### src/hdl/rfd_pkg.sv
// ----------------------------------------------------------------------------
// rfd_pkg
// Shared types, codes and tables of the relay frame decoder.
// ----------------------------------------------------------------------------
`default_nettype none

package rfd_pkg;

    localparam int DEF_MAX_PAYLOAD = 65536;
    localparam int DEF_MAX_ARGS    = 4096;

    localparam int HDR_BYTES = 10;
    localparam logic [16:0] POS_MAX = 17'h1FFFF;

    localparam logic [7:0] MAGIC [4] = '{8'h4C, 8'h51, 8'h43, 8'h49};

    localparam logic [7:0] KIND_REQUEST = 8'd1;
    localparam logic [7:0] KIND_REPLY   = 8'd2;

    // configuration register indexes
    localparam logic [1:0] CFG_EXPECT_REPLY = 2'd0;
    localparam logic [1:0] CFG_VERSION      = 2'd1;
    localparam logic [1:0] CFG_MAX_PAYLOAD  = 2'd2;
    localparam logic [1:0] CFG_MAX_ARGS     = 2'd3;

    typedef enum logic [2:0] {
        PH_IDLE   = 3'd0,
        PH_LEN    = 3'd1,
        PH_BODY   = 3'd2,
        PH_COUNT  = 3'd3,
        PH_ACCEPT = 3'd4,
        PH_DONE   = 3'd5
    } phase_t;

    typedef enum logic [3:0] {
        ST_PENDING  = 4'd0,
        ST_OK       = 4'd1,
        ST_SHORT    = 4'd2,
        ST_MAGIC    = 4'd3,
        ST_KIND     = 4'd4,
        ST_VERSION  = 4'd5,
        ST_LARGE    = 4'd6,
        ST_MISMATCH = 4'd7,
        ST_TRUNC    = 4'd8,
        ST_OVERRUN  = 4'd9,
        ST_UTF8     = 4'd10,
        ST_ARGS     = 4'd11,
        ST_ACCEPT   = 4'd12,
        ST_TRAIL    = 4'd13
    } status_t;

    // continuation byte ranges selected by the lead byte
    typedef enum logic [2:0] {
        UB_ANY  = 3'd0,
        UB_E0   = 3'd1,
        UB_ED   = 3'd2,
        UB_F0   = 3'd3,
        UB_F4   = 3'd4
    } ubound_t;

    typedef struct packed {
        logic [1:0] pending;
        ubound_t    bounds;
    } utf8_state_t;

    function automatic logic [7:0] cont_lo(input ubound_t k);
        logic [7:0] r;
        unique case (k)
            UB_E0:   r = 8'hA0;
            UB_F0:   r = 8'h90;
            default: r = 8'h80;
        endcase
        return r;
    endfunction

    function automatic logic [7:0] cont_hi(input ubound_t k);
        logic [7:0] r;
        unique case (k)
            UB_ED:   r = 8'h9F;
            UB_F4:   r = 8'h8F;
            default: r = 8'hBF;
        endcase
        return r;
    endfunction

endpackage

`default_nettype wire

### src/hdl/rfd_utf8.sv
// ----------------------------------------------------------------------------
// rfd_utf8
// Strict UTF-8 byte checker: one byte against the running sequence state.
// ----------------------------------------------------------------------------
`default_nettype none

module rfd_utf8 (
    input  wire logic [7:0]          data_byte,
    input  wire rfd_pkg::utf8_state_t cur,
    output logic                     ok,
    output rfd_pkg::utf8_state_t     nxt
);

    always_comb begin
        ok  = 1'b1;
        nxt = cur;
        if (cur.pending == 2'd0) begin
            nxt.bounds = rfd_pkg::UB_ANY;
            if (data_byte < 8'h80) begin
                ok = 1'b1;
            end else if (data_byte >= 8'hC2 && data_byte <= 8'hDF) begin
                nxt.pending = 2'd1;
            end else if (data_byte == 8'hE0) begin
                nxt.pending = 2'd2;
                nxt.bounds  = rfd_pkg::UB_E0;
            end else if (data_byte == 8'hED) begin
                nxt.pending = 2'd2;
                nxt.bounds  = rfd_pkg::UB_ED;
            end else if (data_byte >= 8'hE1 && data_byte <= 8'hEF) begin
                nxt.pending = 2'd2;
            end else if (data_byte == 8'hF0) begin
                nxt.pending = 2'd3;
                nxt.bounds  = rfd_pkg::UB_F0;
            end else if (data_byte == 8'hF4) begin
                nxt.pending = 2'd3;
                nxt.bounds  = rfd_pkg::UB_F4;
            end else if (data_byte >= 8'hF1 && data_byte <= 8'hF3) begin
                nxt.pending = 2'd3;
            end else begin
                ok = 1'b0;
            end
        end else begin
            if (data_byte < rfd_pkg::cont_lo(cur.bounds) ||
                data_byte > rfd_pkg::cont_hi(cur.bounds)) begin
                ok = 1'b0;
            end else begin
                nxt.pending = cur.pending - 2'd1;
                nxt.bounds  = rfd_pkg::UB_ANY;
            end
        end
    end

endmodule

`default_nettype wire

### src/hdl/relay_frame_decoder_core.sv
// ----------------------------------------------------------------------------
// relay_frame_decoder_core
// Streaming relay frame decoder, one frame byte per request.
// ----------------------------------------------------------------------------
// Input: s_tdata carries one frame byte, s_tlast marks the frame's final byte.
// Output: one result per input byte. m_tlast marks the result of a frame's
// last byte, which carries the final status, accepted flag and arg count;
// other results carry streamed string bytes or nothing.
// Each result is registered: m_tvalid rises in the cycle after an input byte is accepted.
// Throughput: one byte per cycle while the receiver does not stall; all header and
// payload parsing is done by the next-state logic ahead of the output register.
// A stalled receiver holds the output register; s_tready is high whenever
// the output register is empty or is being drained in the same cycle.
// Reset (aresetn low, synchronous) clears the frame state, empties the output
// register and loads the default configuration. The state is also cleared
// after every frame's last byte. Configuration is written through cfg_we, cfg_index
// and cfg_wdata, by the user only while the decoder is idle; the block does not check.
// ----------------------------------------------------------------------------
`default_nettype none

module relay_frame_decoder_core #(
    parameter int MAX_PAYLOAD_BYTES = rfd_pkg::DEF_MAX_PAYLOAD,
    parameter int MAX_ARGUMENTS     = rfd_pkg::DEF_MAX_ARGS
) (
    input  wire logic        aclk,
    input  wire logic        aresetn,
    input  wire logic        s_tvalid,
    output logic             s_tready,
    input  wire logic [7:0]  s_tdata,   // [7:0] data_byte
    input  wire logic        s_tlast,   // frame_last
    output logic             m_tvalid,
    input  wire logic        m_tready,
    output logic [47:0]      m_tdata,   // text_byte, text_valid, text_index, text_end,
                                        // status, accepted, arg_count; zero fill
    output logic             m_tlast,   // frame_done
    input  wire logic        cfg_we,
    input  wire logic [1:0]  cfg_index,
    input  wire logic [16:0] cfg_wdata
);

    // configuration
    logic        expect_reply_reg;
    logic [7:0]  version_reg;
    logic [16:0] max_payload_reg;
    logic [12:0] max_args_reg;

    // frame state
    logic [16:0]           pos_reg, pos_next;
    logic [31:0]           dlen_reg, dlen_next;
    rfd_pkg::status_t      herr_reg, herr_next;
    rfd_pkg::phase_t       phase_reg, phase_next;
    logic [31:0]           shift_reg, shift_next;
    logic [16:0]           rem_reg, rem_next;
    logic [12:0]           arg_reg, arg_next;
    logic [12:0]           cnt_reg, cnt_next;
    rfd_pkg::utf8_state_t  u8_reg, u8_next, u8_chk;
    rfd_pkg::status_t      perr_reg, perr_next;
    logic                  acc_reg, acc_next;
    logic                  u8_ok;

    // result register
    logic                  m_valid_reg;
    logic [7:0]            o_byte_reg, o_byte_next;
    logic                  o_tv_reg, o_tv_next;
    logic [12:0]           o_idx_reg, o_idx_next;
    logic                  o_end_reg, o_end_next;
    logic                  o_done_reg, o_done_next;
    rfd_pkg::status_t      o_st_reg, o_st_next;
    logic                  o_acc_reg, o_acc_next;
    logic [12:0]           o_cnt_reg, o_cnt_next;

    logic s_fire;

    assign s_tready = !m_valid_reg || m_tready;
    assign s_fire   = s_tvalid && s_tready;

    rfd_utf8 u_utf8 (
        .data_byte (s_tdata),
        .cur       (u8_reg),
        .ok        (u8_ok),
        .nxt       (u8_chk)
    );

    always_comb begin
        logic [16:0]      p;
        logic [16:0]      off;
        logic [31:0]      ra;
        logic [31:0]      v;
        logic             do_enter;
        rfd_pkg::phase_t  enter_ph;
        logic [31:0]      enter_rem;
        logic             do_finish;
        logic [32:0]      total;

        p          = pos_reg;
        pos_next   = (p < rfd_pkg::POS_MAX) ? p + 17'd1 : p;
        dlen_next  = dlen_reg;
        herr_next  = herr_reg;
        phase_next = phase_reg;
        shift_next = shift_reg;
        rem_next   = rem_reg;
        arg_next   = arg_reg;
        cnt_next   = cnt_reg;
        u8_next    = u8_reg;
        perr_next  = perr_reg;
        acc_next   = acc_reg;

        o_byte_next = '0;
        o_tv_next   = 1'b0;
        o_idx_next  = '0;
        o_end_next  = 1'b0;
        o_done_next = 1'b0;
        o_st_next   = rfd_pkg::ST_PENDING;
        o_acc_next  = 1'b0;
        o_cnt_next  = '0;

        off       = p - 17'(rfd_pkg::HDR_BYTES);
        ra        = dlen_reg - {15'd0, off} - 32'd1;
        v         = {shift_reg[23:0], s_tdata};
        do_enter  = 1'b0;
        enter_ph  = rfd_pkg::PH_IDLE;
        enter_rem = '0;
        do_finish = 1'b0;
        total     = '0;

        if (p < 17'd4) begin
            if (herr_reg == rfd_pkg::ST_PENDING && s_tdata != rfd_pkg::MAGIC[p[1:0]])
                herr_next = rfd_pkg::ST_MAGIC;
        end else if (p == 17'd4) begin
            if (herr_reg == rfd_pkg::ST_PENDING &&
                s_tdata != (expect_reply_reg ? rfd_pkg::KIND_REPLY : rfd_pkg::KIND_REQUEST))
                herr_next = rfd_pkg::ST_KIND;
        end else if (p == 17'd5) begin
            if (herr_reg == rfd_pkg::ST_PENDING && s_tdata != version_reg)
                herr_next = rfd_pkg::ST_VERSION;
        end else if (p < 17'(rfd_pkg::HDR_BYTES)) begin
            dlen_next = {dlen_reg[23:0], s_tdata};
            if (p == 17'(rfd_pkg::HDR_BYTES - 1) && herr_reg == rfd_pkg::ST_PENDING) begin
                if (dlen_next > {15'd0, max_payload_reg}) begin
                    herr_next = rfd_pkg::ST_LARGE;
                end else begin
                    do_enter  = 1'b1;
                    enter_ph  = expect_reply_reg ? rfd_pkg::PH_ACCEPT : rfd_pkg::PH_LEN;
                    enter_rem = dlen_next;
                end
            end
        end else if (herr_reg == rfd_pkg::ST_PENDING && perr_reg == rfd_pkg::ST_PENDING &&
                     (phase_reg == rfd_pkg::PH_LEN || phase_reg == rfd_pkg::PH_BODY ||
                      phase_reg == rfd_pkg::PH_COUNT || phase_reg == rfd_pkg::PH_ACCEPT) &&
                     {15'd0, off} < dlen_reg) begin
            unique case (phase_reg)
                rfd_pkg::PH_LEN, rfd_pkg::PH_COUNT: begin
                    shift_next = v;
                    rem_next   = rem_reg + 17'd1;
                    if (rem_next >= 17'd4) begin
                        if (phase_reg == rfd_pkg::PH_LEN) begin
                            if (v > ra) begin
                                perr_next = rfd_pkg::ST_OVERRUN;
                            end else if (v == 32'd0) begin
                                o_end_next = 1'b1;
                                o_idx_next = arg_reg;
                                do_finish  = 1'b1;
                            end else begin
                                phase_next = rfd_pkg::PH_BODY;
                                shift_next = '0;
                                rem_next   = v[16:0];
                                u8_next    = '0;
                            end
                        end else if (v > {19'd0, max_args_reg}) begin
                            perr_next = rfd_pkg::ST_ARGS;
                        end else begin
                            cnt_next  = v[12:0];
                            do_enter  = 1'b1;
                            enter_rem = ra;
                            if (expect_reply_reg) begin
                                enter_ph = rfd_pkg::PH_LEN;
                            end else if (v == 32'd0) begin
                                enter_ph = rfd_pkg::PH_DONE;
                            end else begin
                                arg_next = 13'd1;
                                enter_ph = rfd_pkg::PH_LEN;
                            end
                        end
                    end
                end
                rfd_pkg::PH_ACCEPT: begin
                    if (s_tdata > 8'd1) begin
                        perr_next = rfd_pkg::ST_ACCEPT;
                    end else begin
                        acc_next  = s_tdata[0];
                        do_enter  = 1'b1;
                        enter_ph  = rfd_pkg::PH_COUNT;
                        enter_rem = ra;
                    end
                end
                default: begin
                    if (!u8_ok) begin
                        perr_next = rfd_pkg::ST_UTF8;
                    end else begin
                        u8_next     = u8_chk;
                        o_tv_next   = 1'b1;
                        o_byte_next = s_tdata;
                        o_idx_next  = arg_reg;
                        rem_next    = rem_reg - 17'd1;
                        if (rem_next == 17'd0) begin
                            if (u8_chk.pending != 2'd0) begin
                                perr_next = rfd_pkg::ST_UTF8;
                            end else begin
                                o_end_next = 1'b1;
                                do_finish  = 1'b1;
                            end
                        end
                    end
                end
            endcase
        end

        if (do_finish) begin
            do_enter  = 1'b1;
            enter_rem = ra;
            if (expect_reply_reg) begin
                enter_ph = rfd_pkg::PH_DONE;
            end else if (arg_reg == 13'd0) begin
                enter_ph = rfd_pkg::PH_COUNT;
            end else if (arg_reg < cnt_reg) begin
                arg_next = arg_reg + 13'd1;
                enter_ph = rfd_pkg::PH_LEN;
            end else begin
                enter_ph = rfd_pkg::PH_DONE;
            end
        end

        if (do_enter) begin
            phase_next = enter_ph;
            shift_next = '0;
            rem_next   = '0;
            if ((enter_ph == rfd_pkg::PH_LEN || enter_ph == rfd_pkg::PH_COUNT) &&
                enter_rem < 32'd4)
                perr_next = rfd_pkg::ST_TRUNC;
            else if (enter_ph == rfd_pkg::PH_ACCEPT && enter_rem == 32'd0)
                perr_next = rfd_pkg::ST_TRUNC;
            else if (enter_ph == rfd_pkg::PH_DONE && enter_rem != 32'd0)
                perr_next = rfd_pkg::ST_TRAIL;
        end

        if (s_tlast) begin
            total       = {1'b0, dlen_next} + 33'(rfd_pkg::HDR_BYTES);
            o_done_next = 1'b1;
            priority if (pos_next < 17'(rfd_pkg::HDR_BYTES))
                o_st_next = rfd_pkg::ST_SHORT;
            else if (herr_next != rfd_pkg::ST_PENDING)
                o_st_next = herr_next;
            else if (pos_next >= rfd_pkg::POS_MAX || total != {16'd0, pos_next})
                o_st_next = rfd_pkg::ST_MISMATCH;
            else if (perr_next != rfd_pkg::ST_PENDING)
                o_st_next = perr_next;
            else if (phase_next != rfd_pkg::PH_DONE)
                o_st_next = rfd_pkg::ST_TRUNC;
            else
                o_st_next = rfd_pkg::ST_OK;
            if (o_st_next == rfd_pkg::ST_OK) begin
                o_acc_next = expect_reply_reg ? acc_next : 1'b0;
                o_cnt_next = cnt_next;
            end
            pos_next   = '0;
            dlen_next  = '0;
            herr_next  = rfd_pkg::ST_PENDING;
            phase_next = rfd_pkg::PH_IDLE;
            shift_next = '0;
            rem_next   = '0;
            arg_next   = '0;
            cnt_next   = '0;
            u8_next    = '0;
            perr_next  = rfd_pkg::ST_PENDING;
            acc_next   = 1'b0;
        end
    end

    always_ff @(posedge aclk) begin
        if (!aresetn) begin
            expect_reply_reg <= 1'b0;
            version_reg      <= 8'd1;
            max_payload_reg  <= 17'(MAX_PAYLOAD_BYTES);
            max_args_reg     <= 13'(MAX_ARGUMENTS);
            pos_reg          <= '0;
            dlen_reg         <= '0;
            herr_reg         <= rfd_pkg::ST_PENDING;
            phase_reg        <= rfd_pkg::PH_IDLE;
            shift_reg        <= '0;
            rem_reg          <= '0;
            arg_reg          <= '0;
            cnt_reg          <= '0;
            u8_reg           <= '0;
            perr_reg         <= rfd_pkg::ST_PENDING;
            acc_reg          <= 1'b0;
            m_valid_reg      <= 1'b0;
        end else begin
            if (cfg_we) begin
                unique case (cfg_index)
                    rfd_pkg::CFG_EXPECT_REPLY: expect_reply_reg <= cfg_wdata[0];
                    rfd_pkg::CFG_VERSION:      version_reg      <= cfg_wdata[7:0];
                    rfd_pkg::CFG_MAX_PAYLOAD:  max_payload_reg  <= cfg_wdata;
                    rfd_pkg::CFG_MAX_ARGS:     max_args_reg     <= cfg_wdata[12:0];
                    default:                   ;
                endcase
            end
            if (s_fire) begin
                pos_reg     <= pos_next;
                dlen_reg    <= dlen_next;
                herr_reg    <= herr_next;
                phase_reg   <= phase_next;
                shift_reg   <= shift_next;
                rem_reg     <= rem_next;
                arg_reg     <= arg_next;
                cnt_reg     <= cnt_next;
                u8_reg      <= u8_next;
                perr_reg    <= perr_next;
                acc_reg     <= acc_next;
                m_valid_reg <= 1'b1;
            end else if (m_tready) begin
                m_valid_reg <= 1'b0;
            end
        end
    end

    always_ff @(posedge aclk) begin
        if (s_fire) begin
            o_byte_reg <= o_byte_next;
            o_tv_reg   <= o_tv_next;
            o_idx_reg  <= o_idx_next;
            o_end_reg  <= o_end_next;
            o_done_reg <= o_done_next;
            o_st_reg   <= o_st_next;
            o_acc_reg  <= o_acc_next;
            o_cnt_reg  <= o_cnt_next;
        end
    end

    assign m_tvalid = m_valid_reg;
    assign m_tlast  = o_done_reg;
    assign m_tdata  = {7'd0, o_cnt_reg, o_acc_reg, o_st_reg, o_end_reg,
                       o_idx_reg, o_tv_reg, o_byte_reg};

    a_status_on_done: assert property (@(posedge aclk) disable iff (!aresetn)
        m_valid_reg |-> (o_done_reg == (o_st_reg != rfd_pkg::ST_PENDING)))
        else $error("status must be set exactly on frame end");

    a_acc_only_ok: assert property (@(posedge aclk) disable iff (!aresetn)
        m_valid_reg && (o_acc_reg || o_cnt_reg != 13'd0) |-> o_st_reg == rfd_pkg::ST_OK)
        else $error("accepted/arg_count outside an ok frame end");

    a_clear_after_last: assert property (@(posedge aclk) disable iff (!aresetn)
        s_fire && s_tlast |=> pos_reg == 17'd0 && phase_reg == rfd_pkg::PH_IDLE)
        else $error("frame state not cleared after last byte");

    a_text_no_error: assert property (@(posedge aclk) disable iff (!aresetn)
        s_fire && o_tv_next |-> herr_reg == rfd_pkg::ST_PENDING &&
            perr_reg == rfd_pkg::ST_PENDING)
        else $error("text streamed after an error");

endmodule

`default_nettype wire
### config.mk
export PLATFORM = sky130hd
export DESIGN_NAME = relay_frame_decoder_core
export DESIGN_NICKNAME = d
export VERILOG_FILES = /design/src/hdl/rfd_pkg.sv /design/src/hdl/rfd_utf8.sv /design/src/hdl/relay_frame_decoder_core.sv
export SDC_FILE = /design/constraint.sdc
export NUM_CORES = 1
export LEC_CHECK = 0
export BUFFER_PORTS_ARGS = -buffer_cell sky130_fd_sc_hd__buf_4
export CAP_MARGIN = 0
export CELL_PAD_IN_SITES_DETAIL_PLACEMENT = 1
export CELL_PAD_IN_SITES_GLOBAL_PLACEMENT = 1
export CORE_ASPECT_RATIO = 1.5
export CORE_UTILIZATION = 45
export DETAILED_ROUTE_END_ITERATION = 6
export PLACE_DENSITY_LB_ADDON = 0.1
export SLEW_MARGIN = 20
export SYNTH_ARGS = -nofsm -noshare
export SYNTH_HDL_FRONTEND = slang
export SYNTH_SLANG_ARGS = --single-unit
### constraint.sdc
create_clock -name aclk -period 9.2 [get_ports aclk]
set_input_delay 1.84 -clock aclk [delete_from_list [all_inputs] [get_ports aclk]]
set_output_delay 1.84 -clock aclk [all_outputs]
set_load 0.02 [all_outputs]
# --- After elaboration in Yosys (flattened, before gate mapping) ---
# Cells that the tools add are included.
totals:
  regBits: 215
  input_bits: 33
  output_inout_bits: 51
  elab_cells: 381
op_classes:
  addsub: 9
  magnitude_cmp: 23
  eq_ne: 43
  mux: 224
  n_bitwise: 3
  reduce_logical: 54
op_table:
  columns: ["op", "count"]
  rows:
  - ["32-bit two-way mux", 17]
  - ["13-bit two-way mux", 31]
  - ["24-bit two-way mux", 12]
  - ["17-bit two-way mux", 14]
  - ["4-bit two-way mux", 34]
  - ["3-bit two-way mux", 32]
  - ["5-bit two-way mux", 17]
  - ["32-bit zero test", 2]
  - ["32-bit case mux with 2 select lines", 1]
  - ["1-bit two-way mux", 46]
  - ["17-bit by 1-bit adder with 17-bit output (second input constant)", 2]
  - ["17-bit by 3-bit == test with 1-bit output (second input constant)", 2]
  - ["17-bit by 4-bit < comparator with 1-bit output (second input constant)", 2]
  - ["17-bit case mux with 2 select lines", 1]
  - ["32-bit by 4-bit adder with 33-bit output (second input constant)", 1]
  - ["33-bit by 17-bit inequality test with 1-bit output", 1]
  - ["8-bit == test (second input constant)", 4]
  - ["32-bit by 13-bit greater-than comparator with 1-bit output", 1]
  - ["32-bit by 17-bit greater-than comparator with 1-bit output", 1]
  - ["32-bit greater-than comparator", 1]
  - ["17-bit by 32-bit < comparator with 1-bit output", 1]
  - ["32-bit by 3-bit < comparator with 1-bit output (second input constant)", 1]
  - ["8-bit two-way mux", 4]
  - ["32-bit nonzero test", 1]
  - ["61 further kinds", 127]

# --- Logic depth before layout (Yosys ltp) ---
depth:
  ltp_word: 36
  mapped_depth: 34
  depth_no_buf: 31

# --- Modules after synthesis ---
# A second synthesis with hierarchy kept.
hier_totals:
  cells_unflattened: 2506
  hier_area_um2: 19272.2
by_module_without_submodules:
  columns: ["mod", "n_inst", "cells_each", "area_each_um2", "seq_area_each_um2"]
  rows:
  - ["relay_frame_decoder_core", 1, 2455, 18898.1, 4724.5]
  - ["rfd_utf8", 1, 51, 374.1, 0.0]

# --- Least setup slack after synthesis ---
# No wires, ideal clock.
synth_timing:
  path_kind: "register to register"
  startpoint: "register pos_reg[3]"
  endpoint: "register o_cnt_reg[10] (data pin)"
  setup_ns: 0.137
  t_arrival_ns: 6.573
  t_required_ns: 9.063
  setup_slack_ns: 2.490
  path_stages_with_launch: 33
  path_buffers: 3
  synth_period_minus_slack_ns: 6.710
  path_cell_list: "dfxtp_1 clkbuf_1 clkbuf_1 o21ai_0 nand2_1 nor4_1 nand2_1 or3_1 xnor2_1 inv_1 ha_1 a21o_1 a211o_1 a2111oi_2 o21ai_0 nor3_1 xnor2_1 ha_1 nand4_1 nor2_1 a311oi_1 nand3_1 a211oi_1 nand2b_1 a211oi_1 a211oi_1 nand4b_1 o211ai_2 nand3_1 nor4_2 o2111ai_2 buf_6 nor2_2"
synth_between:
  elab_chain_cells: 28
  elab_cells_between_ends: 114
  cone_classes: "add/sub (5); order compare (8); eq/ne (10); mux (79); reduce/logical (12)"
synth_rtl:
  columns: ["item", "line_no", "source"]
  rows:
  - ["from (decl)", "relay_frame_decoder_core.sv:48", "logic [16:0] pos_reg, pos_next;"]
  - ["from (signal assigned)", "relay_frame_decoder_core.sv:308", "pos_reg <= pos_next;"]
  - ["parallel branches: the longest is 28 deep, another holds 32-bit by 17-bit subtractor with 32-bit output", null, null]
  - ["to (signal assigned)", "relay_frame_decoder_core.sv:335", "o_cnt_reg <= o_cnt_next;"]
  - ["to (decl)", "relay_frame_decoder_core.sv:70", "logic [12:0] o_cnt_reg, o_cnt_next;"]
# Parallel ways; which one is timed is not known. The select of a mux whose other input is x is not followed.
# A chain may end at the register's enable or synchronous reset.

# --- Worst setup path after layout ---
layout_timing:
  startpoint: "register pos_reg[9]"
  endpoint: "register o_cnt_reg[12] (data pin)"
# Same word-level chain as after synthesis.

==> out/metrics.cfg <==
[synth]
ys_seq_elements=215
ys_seq_area_share_pct=25.3
synth_edf_count=42
synth-async-reset-ratio_pct=0
synth_warnings=0
syn_area_mm2=0.0186
ys_types=102
synth_area_per_cell_um2=7.57
synth-main-ff-cell=dfxtp_1
netlist_instances=2463

[critical_path]
start_kind=register
r2r_cells=28
crit_family=simple AND/OR/NAND/NOR gates
cp.depth=28
crit_top_cell=a211oi_1
worstPathRequired_ns=9.59
worstPathMaxFanout=13
critical_path_class=reg2reg
end_kind=register
crit_arrival_ns=8.95
crit_slowest_cell=or4_1
crit_buf_inv=2
slowest_delay_ns=0.73

[cells_and_area]
area.sequential_mm2=0.00472
final_cells=2968
syn_to_final_growth_pct=8.78
n_antenna_cell=0
layout_common_cells=nand2_1, nor2_1, dfxtp_1
fillCellCount=5126
largest_register_ffs=32
multi_input_area_mm2=0.0127
drive_above_1_share_pct=8.95
final_common_cell=nand2_1
nets=2595

[place]
dp.cells=2924
gp_congestion=0.981
hpwlAfterDp_um=57600
io_buffers=76
preCtsSetupSlack_ns=0.822

[cts]
cts_root_buffer=clkbuf_16
cts_tree=yes
max-clock-path-buffers=3
cts_sinks=215
ctsResizeCount=0
cts_setup_buffers=0
h-tree-depth=1
clock_latency_ns=0.55
hold_buffers=0
path_clk_slew_ns=0.06
numCtsBuffers=24

[detailed_routing]
dr.pass1.iters=5
num_vias=19229
drt_iter0_drc=1235
viasPerCell=6.48
wirelength_um=76800
drc_errors=0
ant_nets=0
wire_per_inst_um=25.9

[grt]
grt_usage_pct=35.9
grt_pass1_vias=19848
antenna_found_initial=1
grt_max_degree=90
grt_pass1_wl_um=117000
grt-ovfl-total=0

[worst_hold_path]
hold_path_class=reg2reg
hold-path-cell-count=2

[sta]
worst_pin_slew_ns=1.00
relSlewSlack_pct=33.0
finalSetupViolCount=0
report.final.hold_viol_count=0
fin_crit_sh_pct=93.0
min_period_ns=8.56
drv_slew=0
fin_skew_ns=0.0285
setup_ws_ns=0.640
grt_setup_unrepaired=no
tns_ns=0
fmax_mhz=117

[flow_run]
maxCapViolCount=0

[power_and_ir_drop]
peakVddDrop_mv=0.107
powerDensity_mw_per_mm2=115
p_total_w=0.00233
total_leakage_power_nw=7.68

[floorplan]
io_pins=84
die_area_mm2=0.0423
core_area_mm2=0.0410
rows=91
initial_utilization_pct=45.5
die_h_um=251
die_w_um=168

[run_status]
run_status=finished clean

metrics by stage:
| step | hold slack [ns] | util, % | area [um2] |
|---|---|---|---|
| 2_1_floorplan | 0.438 | - | 18700 |
| 3_3_place_gp | 0.453 | 47.4 | 19400 |
| 3_5_place_dp | 0.460 | 47.4 | 19400 |
| 4_1_cts | 0.469 | 49.4 | 20300 |
| 5_1_grt | 0.484 | 49.5 | 20300 |
| 6_report | 0.464 | 49.5 | 20300 |
Yosys cell counts, types with 25 or more instances:
library cell | n | area share, %
nor2_1 | 178 | 3.6
nand2_1 | 251 | 5.1
edfxtp_1 | 42 | 6.8
ha_1 | 122 | 8.2
a21boi_0 | 78 | 3.1
o21ai_0 | 115 | 3.1
and3_1 | 39 | 1.3
mux2i_1 | 34 | 1.8
xor2_1 | 49 | 2.3
nand3_1 | 113 | 3.0
a21o_1 | 26 | 1.0
nand2b_1 | 25 | 0.84
nand4_1 | 58 | 1.9
inv_1 | 126 | 2.5
a21oi_1 | 109 | 2.9
and2_1 | 26 | 0.87
clkbuf_1 | 136 | 2.7
xnor2_1 | 60 | 2.8
nor4_1 | 47 | 1.6
a22oi_1 | 75 | 3.0
dfxtp_1 | 173 | 19
nor2b_1 | 95 | 3.2
nor3_1 | 62 | 1.7
o211ai_1 | 28 | 1.1
worst paths after layout:
kind / startpoint / end / slack, ns
hold / removal: max_args_reg[1] / max_args_reg[1] / 0.46
setup / recovery: pos_reg[9] / o_cnt_reg[12] / 0.64
setup reg to reg: pos_reg[9] / o_cnt_reg[12] / 0.64
hold reg to reg: max_args_reg[1] / max_args_reg[1] / 0.46
layer usage:
| layer | global-route usage [%] | wire length (um) | vias up | part of all wire, % |
|---|---|---|---|---|
| met5 | 0 | 7 | - | 0.0091 |
| met4 | 24.4 | 5800 | 2 | 7.5 |
| met3 | 3.98 | 3100 | 252 | 4.0 |
| met2 | 65.3 | 38500 | 556 | 50 |
| met1 | 38.9 | 29400 | 9531 | 38 |
| li1 | - | - | 8888 | - |
tightest hold or removal path: stages, from the launching register on:
cell and delay [ns]:
dfxtp_1 0.31, nand2_1 0.05, a21boi_0 0.06
power breakdown:
part,switching [W],leakage [nW],internal [W]
registers,0.0000253,1.82,0.000980
logic,0.000201,5.46,0.000109
clock network,0.000419,0.398,0.000592
kinds of logic after synthesis:
group,Yosys count,share of synthesized area [%]
buffers and inverters,305,6.74
adders and majority gates,123,8.29
and+or+nand+nor,1020,28.4
muxes,38,2.07
DFF,215,25.3
other,1,0.0201
AOI/OAI and AO/OA,650,23.8
xor gates and xnor gates,111,5.33
cell type report:
cell class / count / area share (%)
tap: 511 / 3.15
clock buffer: 32 / 3.46
clock inverter: 12 / 0.586
multi-input combinational: 1949 / 62.6
sequential: 215 / 23.3
inverter: 127 / 2.35
timing repair buffer: 122 / 4.52
Power figures use the tool's default switching activity.
